==> config.mk <==
export PLATFORM = sky130hd
export DESIGN_NAME = threshold_alarm_hysteresis_delay_top
export DESIGN_NICKNAME = d
export VERILOG_FILES = /design/src/hw/rtl/tahd_pkg.sv /design/src/hw/rtl/threshold_alarm_hysteresis_delay_top.sv
export SDC_FILE = /design/constraint.sdc
export NUM_CORES = 2
export LEC_CHECK = 0
export ABC_AREA = 1
export ABC_CLOCK_PERIOD_IN_PS = 7500
export BUFFER_PORTS_ARGS = -buffer_cell sky130_fd_sc_hd__buf_2
export CORE_MARGIN = 2
export CORE_UTILIZATION = 50
export DETAILED_ROUTE_END_ITERATION = 6
export PLACE_DENSITY = 0.7
export SYNTH_ARGS = -nofsm -noshare
export SYNTH_HDL_FRONTEND = slang
export SYNTH_SLANG_ARGS = --single-unit
==> constraint.sdc <==
create_clock -name clk -period 7.5 [get_ports clk]
set_clock_uncertainty 0.15 [all_clocks]
set_input_delay 0.375 -clock clk [delete_from_list [all_inputs] [get_ports clk]]
set_output_delay 0.375 -clock clk [all_outputs]
set_load 0.01 [all_outputs]
==> src/hw/rtl/tahd_pkg.sv <==
`timescale 1ns / 1ps
// Shared types and codes for the threshold alarm block with hysteresis and hold delay.
// No dependencies; threshold_alarm_hysteresis_delay_top refers to it by scoped names.
package tahd_pkg;

  typedef enum logic [1:0] {
    ST_OFF     = 2'd0,
    ST_PENDING = 2'd1,
    ST_RAISED  = 2'd2,
    ST_ACK     = 2'd3
  } alarm_state_t;

  typedef enum logic [1:0] {
    EV_NONE    = 2'd0,
    EV_RAISED  = 2'd1,
    EV_CLEARED = 2'd2
  } event_t;

  typedef enum logic [1:0] {
    REQ_READING = 2'd0,
    REQ_TICK    = 2'd1,
    REQ_CONNECT = 2'd2,
    REQ_ACK     = 2'd3
  } req_t;

  localparam logic [2:0] COND_BELOW    = 3'd0;
  localparam logic [2:0] COND_ABOVE    = 3'd1;
  localparam logic [2:0] COND_OUTSIDE  = 3'd2;
  localparam logic [2:0] COND_INSIDE   = 3'd3;
  localparam logic [2:0] COND_OVERLOAD = 3'd4;
  localparam logic [2:0] COND_NOREAD   = 3'd5;

  localparam logic [2:0] CFG_ENABLED    = 3'd0;
  localparam logic [2:0] CFG_CONDITION  = 3'd1;
  localparam logic [2:0] CFG_THRESH_A   = 3'd2;
  localparam logic [2:0] CFG_THRESH_B   = 3'd3;
  localparam logic [2:0] CFG_HYSTERESIS = 3'd4;
  localparam logic [2:0] CFG_HOLD_MS    = 3'd5;

  localparam int unsigned TIME_W = 40;
  localparam int unsigned VAL_W  = 32;
  localparam int unsigned CMP_W  = 34;

endpackage

==> src/hw/rtl/threshold_alarm_hysteresis_delay_top.sv <==
`timescale 1ns / 1ps
// Threshold alarm channel with hysteresis and hold delay: input register, state
// update logic and result register. Depends on tahd_pkg.
//
// Usage: one instance serves one alarm. Items arrive on the in_ channel (reading,
// tick, set connection, acknowledge) with valid/ready; every item gives exactly
// one result item on the out_ channel with the event, the state after the item
// and the reported value. The cfg_ channel writes the six configuration
// registers by index; it is always ready and is meant to be written while the
// block is idle. Indexes past the last register are accepted and ignored.
// An accepted item waits in the input register until the result register is
// free and then its result is registered. Throughput: one item per cycle while
// out_ready holds, set by the single compare and state pass between the registers.
// A result waiting on a stalled receiver does not block the input register, so
// one more item is taken; after that in_ready follows out_ready.
// Reset (rst_n low, synchronous) empties both registers, puts the alarm off,
// forgets the last reading and the link, and zeroes all configuration.
module threshold_alarm_hysteresis_delay_top (
  input  logic               clk,
  input  logic               rst_n,
  input  logic               in_valid,
  output logic               in_ready,
  input  logic [1:0]         in_req_type,
  input  logic signed [31:0] in_value,
  input  logic               in_overload,
  input  logic               in_connect_on,
  input  logic [39:0]        in_now_ms,
  output logic               out_valid,
  input  logic               out_ready,
  output logic [1:0]         out_event_res,
  output logic [1:0]         out_alarm_state,
  output logic signed [31:0] out_report_value,
  input  logic               cfg_valid,
  output logic               cfg_ready,
  input  logic [2:0]         cfg_index,
  input  logic [31:0]        cfg_data
);

  localparam int unsigned TW = tahd_pkg::TIME_W;
  localparam int unsigned VW = tahd_pkg::VAL_W;
  localparam int unsigned CW = tahd_pkg::CMP_W;

  // Configuration.
  logic                 enabled_r;
  logic [2:0]           condition_r;
  logic signed [VW-1:0] thresh_a_r;
  logic signed [VW-1:0] thresh_b_r;
  logic [30:0]          hyst_r;
  logic [31:0]          hold_r;

  // Channel state.
  tahd_pkg::alarm_state_t st_r, st_nxt;
  logic [TW-1:0]          pend_since_r, pend_since_nxt;
  logic [TW-1:0]          last_time_r, last_time_nxt;
  logic                   last_valid_r, last_valid_nxt;
  logic [TW-1:0]          conn_since_r, conn_since_nxt;
  logic                   link_r, link_nxt;
  logic signed [VW-1:0]   last_value_r, last_value_nxt;

  // Input register.
  logic                 s1_valid_r;
  tahd_pkg::req_t       s1_req_r;
  logic signed [VW-1:0] s1_value_r;
  logic                 s1_overload_r;
  logic                 s1_connect_r;
  logic [TW-1:0]        s1_now_r;

  // Result register.
  logic                   out_valid_r;
  tahd_pkg::event_t       ev_r, ev_nxt;
  tahd_pkg::alarm_state_t res_st_r;
  logic signed [VW-1:0]   rep_r, rep_nxt;

  logic advance;

  assign advance   = !out_valid_r || out_ready;
  assign in_ready  = !s1_valid_r || advance;
  assign cfg_ready = 1'b1;

  assign out_valid        = out_valid_r;
  assign out_event_res    = ev_r;
  assign out_alarm_state  = res_st_r;
  assign out_report_value = rep_r;

  // Comparison operands, all at 34 bits so threshold plus or minus band never wraps.
  logic signed [CW-1:0] v34, ta34, tb34, h34, lo34, hi34;
  logic                 match, released;
  logic [TW-1:0]        tick_since;
  logic                 pend_elapsed, tick_elapsed;

  assign v34  = CW'(s1_value_r);
  assign ta34 = CW'(thresh_a_r);
  assign tb34 = CW'(thresh_b_r);
  assign h34  = $signed({{(CW-31){1'b0}}, hyst_r});
  assign lo34 = (ta34 < tb34) ? ta34 : tb34;
  assign hi34 = (ta34 < tb34) ? tb34 : ta34;

  always_comb begin
    match    = 1'b0;
    released = 1'b1;
    if (condition_r == tahd_pkg::COND_OVERLOAD) begin
      match    = s1_overload_r;
      released = !s1_overload_r;
    end else if (condition_r == tahd_pkg::COND_NOREAD) begin
      match    = 1'b0;
      released = 1'b1;
    end else if (s1_overload_r) begin
      // An overloaded reading neither trips nor releases a threshold alarm.
      match    = 1'b0;
      released = 1'b0;
    end else begin
      case (condition_r)
        tahd_pkg::COND_BELOW: begin
          match    = v34 < ta34;
          released = v34 >= ta34 + h34;
        end
        tahd_pkg::COND_ABOVE: begin
          match    = v34 > ta34;
          released = v34 <= ta34 - h34;
        end
        tahd_pkg::COND_OUTSIDE: begin
          match    = (v34 < lo34) || (v34 > hi34);
          released = (v34 >= lo34 + h34) && (v34 <= hi34 - h34);
        end
        tahd_pkg::COND_INSIDE: begin
          match    = (v34 >= lo34) && (v34 <= hi34);
          released = (v34 < lo34 - h34) || (v34 > hi34 + h34);
        end
        default: begin
          match    = 1'b0;
          released = 1'b1;
        end
      endcase
    end
  end

  // A clock that runs backwards counts as not yet elapsed.
  function automatic logic time_elapsed(input logic [TW-1:0] now, input logic [TW-1:0] since,
                                        input logic [31:0] hold);
    logic [TW-1:0] diff;
    diff = now - since;
    return (now >= since) && (diff >= TW'(hold));
  endfunction

  assign tick_since   = last_valid_r ? last_time_r : conn_since_r;
  assign pend_elapsed = time_elapsed(s1_now_r, pend_since_r, hold_r);
  assign tick_elapsed = time_elapsed(s1_now_r, tick_since, hold_r);

  always_comb begin
    st_nxt         = st_r;
    pend_since_nxt = pend_since_r;
    last_time_nxt  = last_time_r;
    last_valid_nxt = last_valid_r;
    conn_since_nxt = conn_since_r;
    link_nxt       = link_r;
    last_value_nxt = last_value_r;
    ev_nxt         = tahd_pkg::EV_NONE;
    rep_nxt        = '0;
    case (s1_req_r)
      tahd_pkg::REQ_READING: begin
        last_time_nxt  = s1_now_r;
        last_valid_nxt = 1'b1;
        last_value_nxt = s1_value_r;
        if (condition_r == tahd_pkg::COND_NOREAD || !enabled_r) begin
          if (st_r != tahd_pkg::ST_OFF) begin
            st_nxt = tahd_pkg::ST_OFF;
            ev_nxt = tahd_pkg::EV_CLEARED;
          end
          if (condition_r == tahd_pkg::COND_NOREAD) begin
            pend_since_nxt = s1_now_r;
          end
        end else begin
          case (st_r)
            tahd_pkg::ST_OFF: begin
              if (match) begin
                pend_since_nxt = s1_now_r;
                if (hold_r == '0) begin
                  st_nxt  = tahd_pkg::ST_RAISED;
                  ev_nxt  = tahd_pkg::EV_RAISED;
                  rep_nxt = s1_value_r;
                end else begin
                  st_nxt = tahd_pkg::ST_PENDING;
                end
              end
            end
            tahd_pkg::ST_PENDING: begin
              if (!match) begin
                st_nxt = tahd_pkg::ST_OFF;
              end else if (pend_elapsed) begin
                st_nxt  = tahd_pkg::ST_RAISED;
                ev_nxt  = tahd_pkg::EV_RAISED;
                rep_nxt = s1_value_r;
              end
            end
            default: begin
              if (released) begin
                st_nxt = tahd_pkg::ST_OFF;
                ev_nxt = tahd_pkg::EV_CLEARED;
              end
            end
          endcase
        end
      end
      tahd_pkg::REQ_TICK: begin
        if (condition_r == tahd_pkg::COND_NOREAD && enabled_r && (last_valid_r || link_r) &&
            tick_elapsed && st_r == tahd_pkg::ST_OFF) begin
          st_nxt  = tahd_pkg::ST_RAISED;
          ev_nxt  = tahd_pkg::EV_RAISED;
          rep_nxt = last_value_r;
        end
      end
      tahd_pkg::REQ_CONNECT: begin
        if (s1_connect_r != link_r) begin
          link_nxt       = s1_connect_r;
          conn_since_nxt = s1_connect_r ? s1_now_r : '0;
          last_valid_nxt = 1'b0;
          if (!s1_connect_r && condition_r == tahd_pkg::COND_NOREAD &&
              st_r != tahd_pkg::ST_OFF) begin
            st_nxt = tahd_pkg::ST_OFF;
            if (st_r != tahd_pkg::ST_PENDING) begin
              ev_nxt = tahd_pkg::EV_CLEARED;
            end
          end
        end
      end
      default: begin
        if (st_r == tahd_pkg::ST_RAISED) begin
          st_nxt = tahd_pkg::ST_ACK;
        end
      end
    endcase
  end

  // Configuration registers.
  always_ff @(posedge clk) begin
    if (!rst_n) begin
      enabled_r   <= 1'b0;
      condition_r <= '0;
      thresh_a_r  <= '0;
      thresh_b_r  <= '0;
      hyst_r      <= '0;
      hold_r      <= '0;
    end else if (cfg_valid && cfg_ready) begin
      case (cfg_index)
        tahd_pkg::CFG_ENABLED:    enabled_r   <= cfg_data[0];
        tahd_pkg::CFG_CONDITION:  condition_r <= cfg_data[2:0];
        tahd_pkg::CFG_THRESH_A:   thresh_a_r  <= $signed(cfg_data);
        tahd_pkg::CFG_THRESH_B:   thresh_b_r  <= $signed(cfg_data);
        tahd_pkg::CFG_HYSTERESIS: hyst_r      <= cfg_data[30:0];
        tahd_pkg::CFG_HOLD_MS:    hold_r      <= cfg_data;
        default: ;
      endcase
    end
  end

  // Handshake control and channel state.
  always_ff @(posedge clk) begin
    if (!rst_n) begin
      s1_valid_r   <= 1'b0;
      out_valid_r  <= 1'b0;
      st_r         <= tahd_pkg::ST_OFF;
      pend_since_r <= '0;
      last_time_r  <= '0;
      last_valid_r <= 1'b0;
      conn_since_r <= '0;
      link_r       <= 1'b0;
      last_value_r <= '0;
    end else begin
      if (in_ready) begin
        s1_valid_r <= in_valid;
      end
      if (advance) begin
        out_valid_r <= s1_valid_r;
      end
      if (advance && s1_valid_r) begin
        st_r         <= st_nxt;
        pend_since_r <= pend_since_nxt;
        last_time_r  <= last_time_nxt;
        last_valid_r <= last_valid_nxt;
        conn_since_r <= conn_since_nxt;
        link_r       <= link_nxt;
        last_value_r <= last_value_nxt;
      end
    end
  end

  // Payload registers.
  always_ff @(posedge clk) begin
    if (in_valid && in_ready) begin
      s1_req_r      <= tahd_pkg::req_t'(in_req_type);
      s1_value_r    <= in_value;
      s1_overload_r <= in_overload;
      s1_connect_r  <= in_connect_on;
      s1_now_r      <= in_now_ms;
    end
    if (advance && s1_valid_r) begin
      ev_r     <= ev_nxt;
      res_st_r <= st_nxt;
      rep_r    <= rep_nxt;
    end
  end

endmodule
==> results_dict.tcl <==
set metrics [dict create \
    synthArstFlopShare_pct 0 \
    r2r-end "out_alarm_state[1]" \
    area_growth_pct 16.2 \
    status "complete, no violations" \
    drive_gt1_share_pct 12.3 \
    tns_ps 0 \
    synthTopCellsByArea "ha_1 (21%), dfxtp_1 (15%), nand2_1 (9.1%), a21oi_1 (8.9%), edfxtp_1 (8.5%)" \
    path_clk_slew_ps 70 \
    whs_path_depth 3 \
    core_um2 78700 \
    fin_crit_ps 7090 \
    place_inst 7054 \
    first_global_vias 39300 \
    maxCapViolations 0 \
    path_max_fanout 42 \
    worst_r2r_path_depth 42 \
    dpl.hpwl_mm 118 \
    power_frac_seq_pct 30.0 \
    num_rows 103 \
    yosys_warnings 0 \
    via_per_inst 5.62 \
    instances_no_fill 7211 \
    hold_violations 0 \
    grt_max_degree 146 \
    finalSetupViolCount 0 \
    synth_top_area_share_pct 20.8 \
    critical_path_required_ps 7660 \
    ios 155 \
    io_buffers 153 \
    drtIter0Drc 2830 \
    worst_pin_slew_ps 1150 \
    slew_headroom_pct 23.1 \
    pwr-share-comb_pct 45.5 \
    sw_frac_of_total_pct 39.5 \
    synth_seq_area_share_pct 23.1 \
    synth_edf_count 112 \
    antenna_found_initial 2 \
    fin_crit_sh_pct 94.5 \
    holdCritPathClass "in2reg" \
    report.final.slew_viol_count 0 \
    synth_nets 6438 \
    whs_ps 20.3 \
    grt_pass1_wl_mm 219 \
    yosysTopAreaCell "ha_1" \
    p_total_mw 8.07 \
    wl_mm 145 \
    clkPwrFrac_pct 24.5 \
    fp.dieH_um 286 \
    worstHoldStart "cfg_index[0]" \
    yosys_most_used_dff "dfxtp_1" \
    drt-pass1-iter-count 6 \
    path_common_cell "nand2_1" \
    fmax_ghz 0.141 \
    cts_max_path_buffers 3 \
    avgRoutedWirePerCell_um 20.1 \
    p_sw_mw 3.19 \
    synth_cell_types 66 \
    cts_num_sinks 401 \
    postSynthCellCount 5655 \
    cts_max_level 2 \
    slowest_stage "dfxtp_1" \
    worstSetupStartpointType "flip-flop" \
    cp.arrival_ps 7240 \
    power.density_nw_per_um2 175 \
    ir_drop_v 0.000213 \
    cp-end-kind "flip-flop" \
    synth_area_um2 39700 \
    p_leak_nw 21.6 \
    synth.avg_cell_area_um2 7.02 \
    postLayoutCoreUtil_pct 58.6 \
    crit_type "reg2reg" \
    start_util_pct 50.4 \
    grt_use_total_pct 34.5 \
    hold_path_end "enabled_r" \
    drc_errors 0 \
    dr_total_vias 40500 \
    clk_latency_ps 570 \
    die_x_um 286 \
    overflow 0 \
    cts_root_buf "clkbuf_16" \
    numCtsBuffers 39 \
    reg2reg_from "thresh_a_r[17]" \
    intPower_mw 4.88 \
    fillers 7533 \
    final_antenna_net_count 0 \
    cpPeakStageDelay_ps 440 \
    ys_seq_elements 401 \
    register_area_um2 9150 \
    dieArea_um2 81600 \
    r2r_setup_slack_ps 410 \
    cts_tree "built" \
    final_nets 6914 \
    gp_congestion 1.04 \
    multi_input_area_um2 27000 \
]
==> logic make-up after synthesis <==
family                   after synthesis  synth area share (%)
other                                  1               0.00945
AND/OR/NAND/NOR                     1951                  20.8
adder cells (fa/ha/maj)              667                  21.2
XOR/XNOR                             241                  5.32
flip-flops                           401                  23.1
buffers and inverters                957                  9.36
AO/OA/AOI/OAI                       1437                  20.3
==> layout make-up <==
class,instances,area share [%]
repair buffers,620,9.82
clock inverters,16,0.361
inverters,772,6.29
flip-flops and latches,401,19.8
well taps,1050,2.85
diodes,1,0.00543
clock buffers,54,2.33
multi-input cells,4297,58.5
==> worst max path at each step <==
stage / startpoint / endpoint / slack (ps) / cells past startpoint
after floorplan: thresh_a_r[1] / out_alarm_state[0] / 1370 / 46
after global placement: thresh_b_r[17] / out_alarm_state[0] / 210 / 43
after detailed placement: thresh_a_r[17] / out_alarm_state[0] / 250 / 38
after CTS: thresh_a_r[17] / out_alarm_state[1] / 200 / 42
after global routing: thresh_b_r[17] / out_alarm_state[1] / -40 / 44
final: thresh_a_r[17] / out_alarm_state[1] / 410 / 42
==> through the flow <==
| stage | setup slack [ps] | area (um^2) |
|---|---|---|
| floorplan | 1370 | 39700 |
| global placement | 208 | 43900 |
| detailed placement | 247 | 43900 |
| CTS | 201 | 45900 |
| global route | -43.1 | 46100 |
| finish | 414 | 46100 |
==> synth_stat cells, types with 28 or more instances <==
master,number
nor2_1,463
nor4_1,29
clkbuf_1,130
inv_1,757
o21ai_1,42
ha_1,659
o21ai_2,28
dfxtp_1,289
edfxtp_1,112
nor3_1,48
xnor2_1,30
nand4_1,65
o21ai_0,447
xor2_1,211
nand2_1,958
a21oi_1,708
nand3_1,337
buf_2,33
==> per-layer routing <==
| metal | up-vias | share of wire [%] | GRT usage, % |
|---|---|---|---|
| met5 | - | 0.010 | 0 |
| met2 | 1409 | 47 | 60.3 |
| met1 | 18700 | 39 | 40.8 |
| met4 | 2 | 7.2 | 21.7 |
| li1 | 20000 | - | - |
| met3 | 399 | 6.0 | 3.05 |
==> power by group through the flow <==
stage,Sequential [mW],Clock (mW),Combinational [mW]
final,2.42,1.98,3.67
after global routing,2.43,2.07,4.09
after CTS,2.42,2.00,3.59
after detailed placement,2.47,0,3.54
after global placement,2.47,0,3.49
after floorplan,2.42,0,2.27
==> flip-flops by register name, summed over array words and instances, names as in the netlist, 2 cells and up <==
name	count
conn_since_r	40
last_time_r	40
pend_since_r	40
s1_now_r	40
hold_r	32
last_value_r	32
out_report_value	32
s1_value_r	32
thresh_a_r	32
thresh_b_r	32
hyst_r	31
condition_r	3
out_alarm_state	2
out_event_res	2
s1_req_r	2
st_r	2
==> timing repair <==
| action | in CTS | in global routing |
|---|---|---|
| setup buffers | 0 | 7 |
| endpoints found under the hold margin | 79 | 0 |
| hold buffers | 79 | 0 |
| resized for setup | 0 | 40 |
| endpoints found under the setup margin | 0 | 5 |
==> placed cells by master, fill, tap and decap left out, types with 28 or more instances in the layout <==
cell and instances:
o21ai_1 44, nor2_1 460, nand4_1 65, buf_4 381, o21ai_2 29, nand2_1 952
clkbuf_16 40, nor3_1 47, dfxtp_1 288, ha_1 656, o21ai_0 444, xor2_1 211
buf_2 152, a21oi_2 28, edfxtp_1 112, dlygate4sd3_1 79, nand3_1 335, xnor2_1 30
inv_1 756, a21oi_1 703
==> critical path, delay by kind of cell (launching register included) <==
family	cells	cell delay [ps]
simple gates	24	2450
compound gates	10	2170
fa+ha+maj	3	920
flops	1	440
buf+inv	5	630
Note: power is estimated with default switching activity, not from simulation.
